===== src/rds_pkg.sv =====
// Package for the radix digit string converter: types, constants and the
// ASCII glyph function. No dependencies.
`default_nettype none

package rds_pkg;

  // Width of the input word as it stands on the port.
  localparam int unsigned VALUE_BITS = 64;
  // Width of one digit and of the ASCII character.
  localparam int unsigned DIGIT_BITS = 4;
  localparam int unsigned CHAR_BITS  = 7;
  // Width of the radix register and its limits.
  localparam int unsigned RADIX_BITS = 5;
  localparam logic [RADIX_BITS-1:0] RADIX_MIN   = 5'd2;
  localparam logic [RADIX_BITS-1:0] RADIX_MAX   = 5'd16;
  localparam logic [RADIX_BITS-1:0] RADIX_RESET = 5'd10;
  // ASCII bases: '0' for digits below ten, 'A' minus ten above.
  localparam logic [CHAR_BITS-1:0] ASCII_ZERO   = 7'd48;
  localparam logic [CHAR_BITS-1:0] ASCII_LETTER = 7'd55;

  typedef logic [DIGIT_BITS-1:0] digit_t;
  typedef logic [RADIX_BITS-1:0] radix_t;
  typedef logic [CHAR_BITS-1:0]  char_t;

  // Control word from the sequencer to the digit row.
  typedef struct packed {
    logic clr;     // zero every cell before a conversion
    logic dbl;     // double the row and add bit_in
    logic shift;   // move every cell one place up for readout
    logic bit_in;  // next value bit, most significant first
  } rds_row_ctl_t;

  // Map a digit to its ASCII character.
  function automatic char_t digit_glyph(input digit_t d);
    char_t ext;
    ext = {3'b000, d};
    if (d < 4'd10) begin
      digit_glyph = ASCII_ZERO + ext;
    end else begin
      digit_glyph = ASCII_LETTER + ext;
    end
  endfunction

endpackage

`default_nettype wire


===== src/radix_digit_string.sv =====
// Top level of the radix digit string converter: radix register, sequencer
// and value shift register. Uses rds_pkg, rds_digit_row and rds_out_reg.
`default_nettype none

// Channel   Direction  Word                          Handshake
// in        sink       in_value (64 b)               in_valid / in_ready
// out       source     out_digit_char, last_digit    out_valid / out_ready
// cfg       sink       cfg_wr_data (radix, 5 b)      cfg_wr_en, no wait
//
// An item is loaded, converted in the digit row by bit-serial doubling, one
// value bit at a time, and read out one digit cell at a time.
// Leading zero cells are dropped during readout without producing a word.
// A stalled sink holds the readout; the next value is taken as soon as the
// last digit sits in the output register. Reset is synchronous, active low.

module radix_digit_string #(
  parameter int unsigned VALUE_WIDTH = 64
) (
  input  wire                        clk,
  input  wire                        rst_n,
  input  wire                        in_valid,
  output logic                       in_ready,
  input  wire [rds_pkg::VALUE_BITS-1:0] in_value,
  output logic                       out_valid,
  input  wire                        out_ready,
  output rds_pkg::char_t             out_digit_char,
  output logic                       out_last_digit,
  input  wire                        cfg_wr_en,
  input  wire [rds_pkg::RADIX_BITS-1:0] cfg_wr_data
);
  import rds_pkg::*;

  localparam int unsigned CW = $clog2(VALUE_WIDTH + 1);

  typedef enum logic [1:0] {ST_IDLE, ST_CONV, ST_EMIT} state_t;

  state_t                  state_r;
  logic [CW-1:0]           cnt_r;
  logic                    seen_r;
  logic [VALUE_WIDTH-1:0]  val_r;
  radix_t                  radix_r;
  radix_t                  eff_radix;
  rds_row_ctl_t            row_ctl;
  digit_t                  top_digit;
  logic                    out_free;
  logic                    load;
  logic                    last;
  logic                    step;
  logic                    skip;

  // Radix register, saturated to the supported range on use.
  always_ff @(posedge clk) begin
    if (!rst_n) begin
      radix_r <= RADIX_RESET;
    end else if (cfg_wr_en) begin
      radix_r <= cfg_wr_data;
    end
  end

  always_comb begin
    if (radix_r < RADIX_MIN) begin
      eff_radix = RADIX_MIN;
    end else if (radix_r > RADIX_MAX) begin
      eff_radix = RADIX_MAX;
    end else begin
      eff_radix = radix_r;
    end
  end

  assign in_ready = (state_r == ST_IDLE);

  // Readout decisions: skip leading zero cells, but always emit the last.
  assign step = (state_r == ST_EMIT) && out_free;
  assign skip = !seen_r && (top_digit == '0) && (cnt_r != CW'(1));
  assign load = step && !skip;
  assign last = (cnt_r == CW'(1));

  // Row control.
  always_comb begin
    row_ctl.clr    = in_valid && in_ready;
    row_ctl.dbl    = (state_r == ST_CONV);
    row_ctl.shift  = step;
    row_ctl.bit_in = val_r[VALUE_WIDTH-1];
  end

  // Sequencer.
  always_ff @(posedge clk) begin
    if (!rst_n) begin
      state_r <= ST_IDLE;
      cnt_r   <= '0;
      seen_r  <= 1'b0;
    end else begin
      unique case (state_r)
        ST_IDLE: begin
          if (in_valid) begin
            state_r <= ST_CONV;
            cnt_r   <= CW'(VALUE_WIDTH);
          end
        end
        ST_CONV: begin
          if (cnt_r == CW'(1)) begin
            state_r <= ST_EMIT;
            cnt_r   <= CW'(VALUE_WIDTH);
            seen_r  <= 1'b0;
          end else begin
            cnt_r <= cnt_r - CW'(1);
          end
        end
        ST_EMIT: begin
          if (step) begin
            cnt_r <= cnt_r - CW'(1);
            if (!skip) begin
              seen_r <= 1'b1;
            end
            if (last) begin
              state_r <= ST_IDLE;
            end
          end
        end
        default: begin
          state_r <= ST_IDLE;
        end
      endcase
    end
  end

  // Value shift register, most significant bit leaves first.
  always_ff @(posedge clk) begin
    if (in_valid && in_ready) begin
      val_r <= in_value[VALUE_WIDTH-1:0];
    end else if (state_r == ST_CONV) begin
      val_r <= {val_r[VALUE_WIDTH-2:0], 1'b0};
    end
  end

  rds_digit_row #(
    .CELLS (VALUE_WIDTH)
  ) u_row (
    .clk       (clk),
    .ctl       (row_ctl),
    .radix     (eff_radix),
    .top_digit (top_digit)
  );

  rds_out_reg u_out (
    .clk            (clk),
    .rst_n          (rst_n),
    .load           (load),
    .digit          (top_digit),
    .last           (last),
    .free           (out_free),
    .out_valid      (out_valid),
    .out_ready      (out_ready),
    .out_digit_char (out_digit_char),
    .out_last_digit (out_last_digit)
  );

  // A taken value starts a full-length conversion.
  a_start_conv: assert property (@(posedge clk) disable iff (!rst_n)
    (in_valid && in_ready) |=> (state_r == ST_CONV) && (cnt_r == CW'(VALUE_WIDTH)))
    else $error("conversion did not start after a value was taken");

  // Conversion hands over to readout with a full cell count.
  a_conv_done: assert property (@(posedge clk) disable iff (!rst_n)
    (state_r == ST_CONV && cnt_r == CW'(1)) |=>
      (state_r == ST_EMIT) && (cnt_r == CW'(VALUE_WIDTH)))
    else $error("readout did not follow the conversion");

  // Every digit read out lies below the radix.
  a_digit_range: assert property (@(posedge clk) disable iff (!rst_n)
    (state_r == ST_EMIT) |-> ({1'b0, top_digit} < eff_radix))
    else $error("digit out of range for the radix");

  // The final word returns the block to idle.
  a_last_idle: assert property (@(posedge clk) disable iff (!rst_n)
    (load && last) |=> (state_r == ST_IDLE) && out_valid && out_last_digit)
    else $error("final digit did not end the run");

  // The counter never runs dry while busy.
  a_cnt_live: assert property (@(posedge clk) disable iff (!rst_n)
    (state_r != ST_IDLE) |-> (cnt_r != '0))
    else $error("cycle counter empty while busy");

endmodule

`default_nettype wire


===== src/rds_digit_row.sv =====
// Row of radix digit cells: converts the value bit-serially by doubling in
// the chosen radix, then shifts the digits out from the top. Uses rds_pkg.
`default_nettype none

module rds_digit_row #(
  parameter int unsigned CELLS = 64
) (
  input  wire                   clk,
  input  rds_pkg::rds_row_ctl_t ctl,
  input  rds_pkg::radix_t       radix,
  output rds_pkg::digit_t       top_digit
);
  import rds_pkg::*;

  digit_t            cell_r   [CELLS];
  digit_t            cell_nxt [CELLS];
  logic [CELLS-1:0]  gen;
  logic [CELLS-1:0]  prop;
  logic [CELLS:0]    csum;
  logic [CELLS-1:0]  cin;

  // Per cell: a carry leaves when 2d+c reaches the radix. It always does for
  // 2d >= radix and depends on the incoming carry only when 2d+1 == radix.
  always_comb begin
    for (int i = 0; i < CELLS; i++) begin
      gen[i]  = ({cell_r[i], 1'b0} >= radix);
      prop[i] = ({cell_r[i], 1'b1} == radix);
    end
  end

  // The carry chain is resolved by one wide add of generate and propagate.
  assign csum = {1'b0, gen | prop} + {1'b0, gen} + {{CELLS{1'b0}}, ctl.bit_in};
  assign cin  = csum[CELLS-1:0] ^ (gen | prop) ^ gen;

  // New digit of each cell after doubling.
  always_comb begin
    logic       co;
    radix_t     twice;
    radix_t     sub;
    for (int i = 0; i < CELLS; i++) begin
      co          = gen[i] | (prop[i] & cin[i]);
      twice       = {cell_r[i], cin[i]};
      sub         = co ? radix : '0;
      twice       = twice - sub;
      cell_nxt[i] = twice[DIGIT_BITS-1:0];
    end
  end

  // Cell storage: clear, double or shift up toward the top cell.
  always_ff @(posedge clk) begin
    if (ctl.clr) begin
      for (int i = 0; i < CELLS; i++) cell_r[i] <= '0;
    end else if (ctl.dbl) begin
      for (int i = 0; i < CELLS; i++) cell_r[i] <= cell_nxt[i];
    end else if (ctl.shift) begin
      cell_r[0] <= '0;
      for (int i = 1; i < CELLS; i++) cell_r[i] <= cell_r[i-1];
    end
  end

  assign top_digit = cell_r[CELLS-1];

endmodule

`default_nettype wire


===== src/rds_out_reg.sv =====
// Output register of the converter: turns a digit into its ASCII word and
// holds it until the sink takes it. Uses rds_pkg.
`default_nettype none

module rds_out_reg (
  input  wire               clk,
  input  wire               rst_n,
  input  wire               load,
  input  rds_pkg::digit_t   digit,
  input  wire               last,
  output logic              free,
  output logic              out_valid,
  input  wire               out_ready,
  output rds_pkg::char_t    out_digit_char,
  output logic              out_last_digit
);
  import rds_pkg::*;

  logic   valid_r;
  logic   valid_nxt;
  char_t  char_r;
  logic   last_r;

  // Register is free when empty or being emptied this cycle.
  assign free = !valid_r || out_ready;

  always_comb begin
    valid_nxt = valid_r;
    if (load) begin
      valid_nxt = 1'b1;
    end else if (out_ready) begin
      valid_nxt = 1'b0;
    end
  end

  always_ff @(posedge clk) begin
    if (!rst_n) begin
      valid_r <= 1'b0;
    end else begin
      valid_r <= valid_nxt;
    end
  end

  // Payload needs no reset.
  always_ff @(posedge clk) begin
    if (load) begin
      char_r <= digit_glyph(digit);
      last_r <= last;
    end
  end

  assign out_valid      = valid_r;
  assign out_digit_char = char_r;
  assign out_last_digit = last_r;

endmodule

`default_nettype wire


===== config.mk =====
export PLATFORM = sky130hd
export DESIGN_NAME = radix_digit_string
export DESIGN_NICKNAME = d
export VERILOG_FILES = /design/src/rds_pkg.sv /design/src/radix_digit_string.sv /design/src/rds_digit_row.sv /design/src/rds_out_reg.sv
export SDC_FILE = /design/constraint.sdc
export NUM_CORES = 2
export LEC_CHECK = 0
export BUFFER_PORTS_ARGS = -buffer_cell sky130_fd_sc_hd__buf_4
export CAP_MARGIN = 20
export CELL_PAD_IN_SITES_DETAIL_PLACEMENT = 1
export CELL_PAD_IN_SITES_GLOBAL_PLACEMENT = 1
export CORE_UTILIZATION = 55
export CTS_CLUSTER_DIAMETER = 150
export CTS_CLUSTER_SIZE = 10
export DETAILED_ROUTE_END_ITERATION = 10
export GPL_ROUTABILITY_DRIVEN = 0
export MAX_ROUTING_LAYER = met4
export PLACE_DENSITY = 0.85
export SYNTH_ARGS = -nofsm -noshare
export SYNTH_HDL_FRONTEND = slang
export SYNTH_SLANG_ARGS = --single-unit

===== constraint.sdc =====
create_clock -name clk -period 15 [get_ports clk]
set_input_delay 2.25 -clock clk [delete_from_list [all_inputs] [get_ports clk]]
set_output_delay 2.25 -clock clk [all_outputs]
set_load 0.05 [all_outputs]

==> flow_metrics.tcl <==
set metrics [dict create \
    crit_required_ns 15.35 \
    ios 84 \
    io_buffers 83 \
    cts_buffers 40 \
    antenna_found_initial 1 \
    area_delta_synth_final_pct 7.88 \
    grt.overflow.total 0 \
    synthCells 3580 \
    worst-path-max-fanout 33 \
    p_leak_nw 14.5 \
    ys_ff_latch 344 \
    cts_setup_buffers 0 \
    synth_cell_types 108 \
    synth_edf_count 328 \
    slowest_delay_ns 0.54 \
    syn_nets 4179 \
    ys_top_cells_by_count "nand2_1 (495), ha_1 (461), o21ai_0 (343), edfxtp_1 (328), a21oi_1 (252)" \
    ir_drop_v 0.000107 \
    grt_pass1_wl_um 170000 \
    power_density_mw_per_mm2 195 \
    final_antenna_net_count 0 \
    async_flop_share_pct 0 \
    fin_crit_ns 8.59 \
    synth_area_per_cell_um2 9.11 \
    critPathKind "reg -> reg" \
    clock_latency_ns 0.62 \
    syn_area_mm2 0.0326 \
    vias_per_cell 6.56 \
    power_mw 6.85 \
    path_clk_slew_ns 0.06 \
    cpMostUsedCell "buf_4" \
    setup_tns_ns 0 \
    antenna_cells 0 \
    vias 28900 \
    start_util_pct 56.1 \
    grt_use_total_pct 36.4 \
    grt_max_degree 94 \
    cts_root_buf "clkbuf_16" \
    cts_sinks 344 \
    crit_path_end_kind "register" \
    yosysTopAreaCellShare_pct 30.2 \
    synth_most_common_cell "nand2_1" \
    fmax_mhz 116 \
    nFillCells 6675 \
    drtIter0Drc 2166 \
    synth_top_flop_cell "edfxtp_1" \
    ys_seq_area_share_pct 31.2 \
    fp-row-count 88 \
    nets 4221 \
    final-hold-violation-count 0 \
    synthTopCellsByArea "edfxtp_1 (30%), ha_1 (18%), nand2_1 (5.7%)" \
    maxSlewHeadroom_pct 21.2 \
    cp_data_arrival_time_ns 8.93 \
    rsz0062_at_grt "false" \
    firstDrtPassIters 5 \
    status "finished, final reports clean" \
    post_cts_resize_count 0 \
    worst_pin_slew_ns 1.18 \
    synth_warnings 0 \
    finalCoreUtilization_pct 60.5 \
    totalWireLength_um 107000 \
    cts_tree "done" \
    yosysTopAreaCell "edfxtp_1" \
    hold_class "reg -> reg" \
    cp_slowest_cell "a2111oi_2" \
    hpwlAfterDp_um 74700 \
    clk_path_buf_depth 3 \
    dieArea_mm2 0.0603 \
    core_region_area_mm2 0.0581 \
    worst_slack_ns 6.41 \
    critPathLaunchType "register" \
    drive_gt1_share_pct 8.65 \
    maxSlewViolCount 0 \
    cts_hold_buffers 0 \
    cts_max_level 2 \
    fp.dieW_um 246 \
    dieHeight_um 246 \
    grt_pass1_vias 31700 \
    drc 0 \
    routedWlPerCell_um 24.2 \
    final.period_utilization_pct 57.2 \
    pre_cts_slack_ns 6.59 \
    cap_violations 0 \
    clock_skew_ns 0.0351 \
    setup_viol_count_final 0 \
]
[final cells by class]
cell class / instances / area [µm²] / share of cell area, %
Clock inverter: 4 / 77.6 / 0.220
Inverter: 220 / 833 / 2.37
Multi-Input combinational cell: 2898 / 21200 / 60.2
Sequential cell: 344 / 10200 / 28.9
Timing Repair Buffer: 118 / 882 / 2.51
Tap cell: 765 / 957 / 2.72
Clock buffer: 59 / 1070 / 3.05
[placed cells by master (no fill, tap or decap), drive strengths merged, types with 43 or more instances in the layout]
| cell type | Yosys | layout |
|---|---|---|
| xnor2 | 86 | 86 |
| buf | 23 | 117 |
| nand3 | 51 | 51 |
| o21a | 53 | 53 |
| a21oi | 254 | 254 |
| a21o | 130 | 130 |
| nand4 | 62 | 62 |
| and2 | 43 | 43 |
| fa | 64 | 64 |
| o21ai | 359 | 359 |
| nor2 | 211 | 211 |
| ha | 461 | 461 |
| xor2 | 94 | 94 |
| clkbuf | 95 | 60 |
| nand2 | 495 | 495 |
| edfxtp | 328 | 328 |
| mux2 | 63 | 63 |
| inv | 219 | 219 |
| nor3 | 58 | 58 |
[flip-flops by register name, indices dropped and copies added, names as in the netlist]
signal / cells
u_row.cell_r: 256
val_r: 64
cnt_r: 7
u_out.out_digit_char: 7
radix_r: 5
state_r: 2
seen_r: 1
u_out.out_last_digit: 1
u_out.out_valid: 1
[stage by stage]
| stage | std cells | hold slack [ns] | instance area [µm²] |
|---|---|---|---|
| after detailed placement | 4344 | 0.533 | 34000 |
| after global routing | 4408 | 0.560 | 35200 |
| after floorplan | 3580 | 0.486 | 32600 |
| after CTS | 4407 | 0.545 | 35200 |
| final | 4408 | 0.541 | 35200 |
| after global placement | 4344 | 0.507 | 34000 |
[routing by layer]
layer  share of wire, %  global-route usage (%)
met2                 48                    60.4
met4                3.4                    13.4
met1                 42                    45.1
met5                  0                       -
met3                6.0                    4.95
[power breakdown]
part           switching [mW]  leakage (nW)  total [mW]  internal (mW)
clock                   0.453         0.547       0.950          0.497
sequential              0.353          3.46        1.91           1.55
combinational            2.38          10.5        4.00           1.61
[path summary, 6_finish.rpt]
kind / startpoint / to / slack [ns] / cells after the start
hold reg to reg: cnt_r[5] / cnt_r[5] / 0.54 / 2
setup / recovery: radix_r[4] / u_row.cell_r[15][11] / 6.41 / 31
setup reg to reg: radix_r[4] / u_row.cell_r[15][11] / 6.41 / 31
hold / removal: cnt_r[5] / cnt_r[5] / 0.54 / 2
[logic make-up after synthesis]
family	share of synthesized area, %
AO/OA/AOI/OAI	19.1
buffers and inverters	4.08
XOR/XNOR	4.83
flip-flops	31.2
adder cells (fa/ha/maj)	21.6
multiplexers	2.39
AND/OR/NAND/NOR	16.8
[worst max-delay path, delay by kind of cell (launching register included)]
family                     cells  cell delay (ns)
xor gates and xnor gates       1             0.21
buffers and inverters          7             1.97
DFF                            1             0.45
AOI/OAI and AO/OA             14             3.17
adders and majority gates      3             0.76
and+or+nand+nor                6             1.66
Note: power is estimated with default switching activity, not from simulation.
